<file path="src/hw/rtl/essr_pkg.sv">
package essr_pkg;

  // Field widths
  localparam int unsigned CNT_W    = 16;
  localparam int unsigned WRAP_W   = 16;
  localparam int unsigned GOAL_W   = 32;
  localparam int unsigned SCALE_W  = 24;
  localparam int unsigned RELOAD_W = 16;
  localparam int unsigned SPEED_W  = 48;
  localparam int unsigned DELTA_W  = 32;
  localparam int unsigned CMP_W    = 16;
  localparam int unsigned CFG_IDX_W  = 2;
  localparam int unsigned CFG_DATA_W = 32;

  // Register indexes
  localparam logic [CFG_IDX_W-1:0] REG_GOAL   = 2'd0;
  localparam logic [CFG_IDX_W-1:0] REG_SCALE  = 2'd1;
  localparam logic [CFG_IDX_W-1:0] REG_RELOAD = 2'd2;

  // Register reset values
  localparam logic [GOAL_W-1:0]   GOAL_RESET   = 32'd196608;
  localparam logic [SCALE_W-1:0]  SCALE_RESET  = 24'd21005;
  localparam logic [RELOAD_W-1:0] RELOAD_RESET = 16'd65535;

  // Regulator constants
  localparam logic [CNT_W-1:0] WRAP_SPLIT    = 16'd10000;
  localparam logic [CMP_W-1:0] FINE_STEP     = 16'd10;
  localparam logic [CMP_W-1:0] COARSE_STEP   = 16'd100;
  localparam logic [CMP_W-1:0] COMPARE_TOP   = 16'd9999;
  localparam logic [CMP_W-1:0] COMPARE_RESET = 16'd4000;
  localparam logic [CMP_W-1:0] COMPARE_PEAK  = 16'd10008;

  // Event kinds
  localparam logic REQ_OVERFLOW = 1'b0;
  localparam logic REQ_TICK     = 1'b1;

  // Controller states
  localparam logic [1:0] S_IDLE   = 2'd0;
  localparam logic [1:0] S_DELTA  = 2'd1;
  localparam logic [1:0] S_SPEED  = 2'd2;
  localparam logic [1:0] S_FINISH = 2'd3;

  typedef struct packed {
    logic ld_ovf;
    logic ld_tick;
    logic do_delta;
    logic do_speed;
    logic do_out;
  } essr_cmd_t;

endpackage

</file>
<file path="src/hw/rtl/essr_ctrl.sv">
module essr_ctrl (
  input  logic                clk,
  input  logic                rst_n,
  input  logic                in_valid,
  input  logic                in_req_type,
  output logic                in_ready,
  input  logic                out_ready,
  output logic                out_valid,
  output essr_pkg::essr_cmd_t cmd
);

  logic [1:0] state_r, state_nxt;
  logic       out_valid_r, out_valid_nxt;
  logic       accept;

  assign in_ready  = (state_r == essr_pkg::S_IDLE);
  assign out_valid = out_valid_r;
  assign accept    = in_valid && in_ready;

  always_comb begin
    cmd           = '0;
    state_nxt     = state_r;
    cmd.ld_ovf    = accept && (in_req_type == essr_pkg::REQ_OVERFLOW);
    cmd.ld_tick   = accept && (in_req_type == essr_pkg::REQ_TICK);
    case (state_r)
      essr_pkg::S_IDLE: begin
        if (cmd.ld_tick) state_nxt = essr_pkg::S_DELTA;
      end
      essr_pkg::S_DELTA: begin
        cmd.do_delta = 1'b1;
        state_nxt    = essr_pkg::S_SPEED;
      end
      essr_pkg::S_SPEED: begin
        cmd.do_speed = 1'b1;
        state_nxt    = essr_pkg::S_FINISH;
      end
      essr_pkg::S_FINISH: begin
        // hold until the output register is free
        if (!out_valid_r || out_ready) begin
          cmd.do_out = 1'b1;
          state_nxt  = essr_pkg::S_IDLE;
        end
      end
      default: state_nxt = essr_pkg::S_IDLE;
    endcase
  end

  always_comb begin
    out_valid_nxt = out_valid_r;
    if (cmd.do_out) out_valid_nxt = 1'b1;
    else if (out_ready) out_valid_nxt = 1'b0;
  end

  always_ff @(posedge clk) begin
    if (!rst_n) begin
      state_r     <= essr_pkg::S_IDLE;
      out_valid_r <= 1'b0;
    end else begin
      state_r     <= state_nxt;
      out_valid_r <= out_valid_nxt;
    end
  end

  a_cmd_onehot: assert property (@(posedge clk) disable iff (!rst_n)
    $onehot0({cmd.ld_ovf, cmd.ld_tick, cmd.do_delta, cmd.do_speed, cmd.do_out}))
    else $error("controller issued more than one command");

  a_tick_latency: assert property (@(posedge clk) disable iff (!rst_n)
    cmd.ld_tick |-> ##3 (state_r == essr_pkg::S_FINISH))
    else $error("tick item did not reach the finish step in time");

  a_out_load: assert property (@(posedge clk) disable iff (!rst_n)
    cmd.do_out |=> out_valid_r)
    else $error("result loaded but not presented");

  a_finish_stall: assert property (@(posedge clk) disable iff (!rst_n)
    (state_r == essr_pkg::S_FINISH) && out_valid_r && !out_ready
      |=> (state_r == essr_pkg::S_FINISH))
    else $error("result overwritten while still pending");

endmodule

</file>
<file path="config.mk">
export PLATFORM = sky130hd
export DESIGN_NAME = essr_ctrl
export DESIGN_NICKNAME = d
export VERILOG_FILES = /design/src/hw/rtl/essr_pkg.sv /design/src/hw/rtl/essr_ctrl.sv
export SDC_FILE = /design/constraint.sdc
export NUM_CORES = 1
export LEC_CHECK = 0
export CAP_MARGIN = 20
export CORE_AREA = 10 10 47 49
export DETAILED_ROUTE_END_ITERATION = 10
export DIE_AREA = 0 0 57 59
export DONT_BUFFER_PORTS = 1
export GPL_ROUTABILITY_DRIVEN = 0
export GPL_TIMING_DRIVEN = 0
export PLACE_DENSITY = 0.3
export SYNTH_ARGS = -nofsm -noshare
export SYNTH_HDL_FRONTEND = slang
export SYNTH_SLANG_ARGS = --single-unit
</file>
<file path="constraint.sdc">
create_clock -name clk -period 1.2 [get_ports clk]
set_clock_uncertainty 0.15 [all_clocks]
set_input_delay 0.06 -clock clk [delete_from_list [all_inputs] [get_ports clk]]
set_output_delay 0.06 -clock clk [all_outputs]
set_load 0.1 [all_outputs]
</file>
==> key figures <==
Status
  – Status: finished with violations
  – Failing checks: negative setup slack

Place
  – Placed Area: 273 um2
  – Port buffer count: 0

Routing
  – WL met1: 239 um
  – Initial DRC count: 2
  – WL met3: 55 um
  – Drt total wl: 661 um
  – Via count: 213
  – Iteration count of the initial detailed-routing pass: 2
  – Top sig layer: met3
  – DR DRC count: 0
  – Routed len/inst: 12.5 um
  – Final ANT Viol Nets: 0
  – Met2 Routed Length: 366 um
  – Vias per cell: 4.02

CTS
  – Clk root buf: clkbuf_4
  – TritonCTS buffer count: 3
  – Clk_lat worst skew: 230 ps
  – CTS sink cnt: 3
  – CTS H-tree lvls: 1
  – CTS max path bufs: 2
  – CTS tree: built
  – CTS clk-pin slew, worst paths: 30 ps

Cells and area
  – Fin area: 439 um2
  – Commonest non-fill, non-tap cell in the layout: buf_4
  – Share of cells above drive strength 1: 0.703
  – Commonest cells after routing, fill and taps aside: 5 x buf_4, 4 x ha_4, 3 x nand2_1, 3 x clkbuf_4, 3 x dlygate4sd3_1
  – Antenna diodes: 0
  – Area Growth Syn to Fin: 103%
  – Layout Nets: 47
  – Fillers: 158

Yosys
  – Syn Inst Count: 24
  – Register bit count reported by yosys: 3
  – Syn_nets: 33
  – Count of cell types in the netlist: 14
  – Register area share after synthesis: 0.277
  – Syn Std Cell Area: 216 um2
  – Yosys warning total: 0
  – Avg Cell Area, Syn: 9.02 um2

Die
  – Ports: 12
  – Row Count: 14
  – Die Y: 59 um
  – Initial Util: 0.154
  – Core Box Area: 1400 um2
  – Die area: 3360 um2
  – Die W: 57 um

STA
  – Final period utilization: 1.47
  – Max Slew Vio Count: 0
  – Final setup fails: 8
  – F_max: 566 MHz
  – Min Clock Period, post-route: 1770 ps
  – Least-Margin Pin Slew: 614 ps
  – Final WS setup: -568 ps
  – Worst slew margin: 0.590
  – Final Hold Fails: 0
  – RSZ-0062 raised after global routing: yes

Global route
  – Vias in the first global route: 235
  – Congestion Overflow GR: 0
  – GRT Total Usage: 0.0389
  – First-pass GRT wire length: 1.03 mm
  – Initial antenna violation count: 0
  – Largest net degree at the start of global routing: 6

Critical path
  – Kind of critical path: flip-flop to primary output
  – Critical Path RT: 990 ps
  – Worst Path Max Fanout: 5
  – Worst r2r src: state_r[0]$_SDFFE_PN0P_
  – Cells on worst reg2reg path: 5
  – Setup crit end kind: primary output
  – Arr. time, crit path: 1560 ps
  – Reg2Reg Setup Slack: -240 ps
  – Reg2reg end: state_r[0]$_SDFFE_PN0P_
  – Crit path launch type: flip-flop

Min path
  – Hold path endpoint: cmd[4]
  – Min-Delay Startpoint: in_req_type
  – Hold path depth: 1
  – Class of the most critical hold timing path: input port to primary output

Run
  – Maxcap violations: 0
-- per-stage QoR --
| stage | instances | worst slack, ps | TNS (ps) | util | hold slack (ps) |
|---|---|---|---|---|---|
| 5_1_grt | 53 | -622 | -2350 | 0.313 | 76.6 |
| 2_1_floorplan | 24 | -364 | -1200 | - | 26.7 |
| 6_report | 53 | -568 | -1970 | 0.313 | 74.6 |
| 3_5_place_dp | 40 | -412 | -1510 | 0.195 | 36.7 |
| 4_1_cts | 52 | -583 | -1970 | 0.308 | 75.5 |
| 3_3_place_gp | 40 | -407 | -1470 | 0.195 | 35.2 |
-- final cells by class --
type	instances	area (um2)	share of cell area
Sequential cell	3	66.3	0.151
Timing Repair Buffer	9	78.8	0.179
Multi-Input combinational cell	18	220	0.501
Tap cell	16	20.0	0.0456
Buffer	1	20.0	0.0456
Inverter	2	7.51	0.0171
Clock buffer	4	26.3	0.0598
-- how the worst max path moves through the flow --
stage | from | endpoint | slack [ps] | cells after the start
after floorplan | state_r[1]$_SDFFE_PN0P_ | cmd[4] | -360 | 4
after global placement | state_r[1]$_SDFFE_PN0P_ | cmd[4] | -410 | 4
after detailed placement | state_r[1]$_SDFFE_PN0P_ | cmd[4] | -410 | 4
after CTS | state_r[0]$_SDFFE_PN0P_ | cmd[4] | -580 | 4
after global routing | state_r[1]$_SDFFE_PN0P_ | cmd[4] | -620 | 4
final | state_r[1]$_SDFFE_PN0P_ | cmd[4] | -570 | 4
-- registers in the layout (all words and copies together), names as in the netlist --
signal     count
state_r        2
out_valid      1
-- layer usage --
layer  vias up  GRT usage
li1        107          -
met1       100     0.0298
met2         6     0.0682
met3         0     0.0322
met4         0     0.0201
met5         -          0
-- timing repair --
| action | CTS | global route |
|---|---|---|
| endpoints found under the setup margin | 8 | 9 |
| pin swaps | 4 | 1 |
| buffers inserted | 5 | 1 |
| hold endpoints to repair | 3 | 0 |
| cloned | 0 | 0 |
| resized for setup | 13 | 0 |
| hold buffers | 3 | 0 |
-- logic make-up after synthesis --
family,share of synthesized area
flip-flops,0.277
AO/OA/AOI/OAI,0.150
multiplexers,0.0462
buffers and inverters,0.0694
AND/OR/NAND/NOR,0.225
adder cells (fa/ha/maj),0.231
-- critical path: stages, from the launching register on --
cell and delay, ps:
dfxtp_2 320, inv_2 70, ha_4 370, nand2_4 80
nor2_4 490
-- cells in the mapped netlist (all sizes together) --
master	number	area, um2
a21oi	1	8.76
and2b	1	8.76
and3	1	6.26
and3b	1	8.76
buf	1	7.51
dfxtp	3	60.1
ha	4	50.1
inv	2	7.51
mux2i	1	10.0
nand2	4	15.0
nor2	1	3.75
nor2b	1	6.26
o21a	2	15.0
o31a	1	8.76
Power is left out: the tool's default activity adds up to more than one toggle a clock period on the data nets, which glitch-free logic cannot reach.
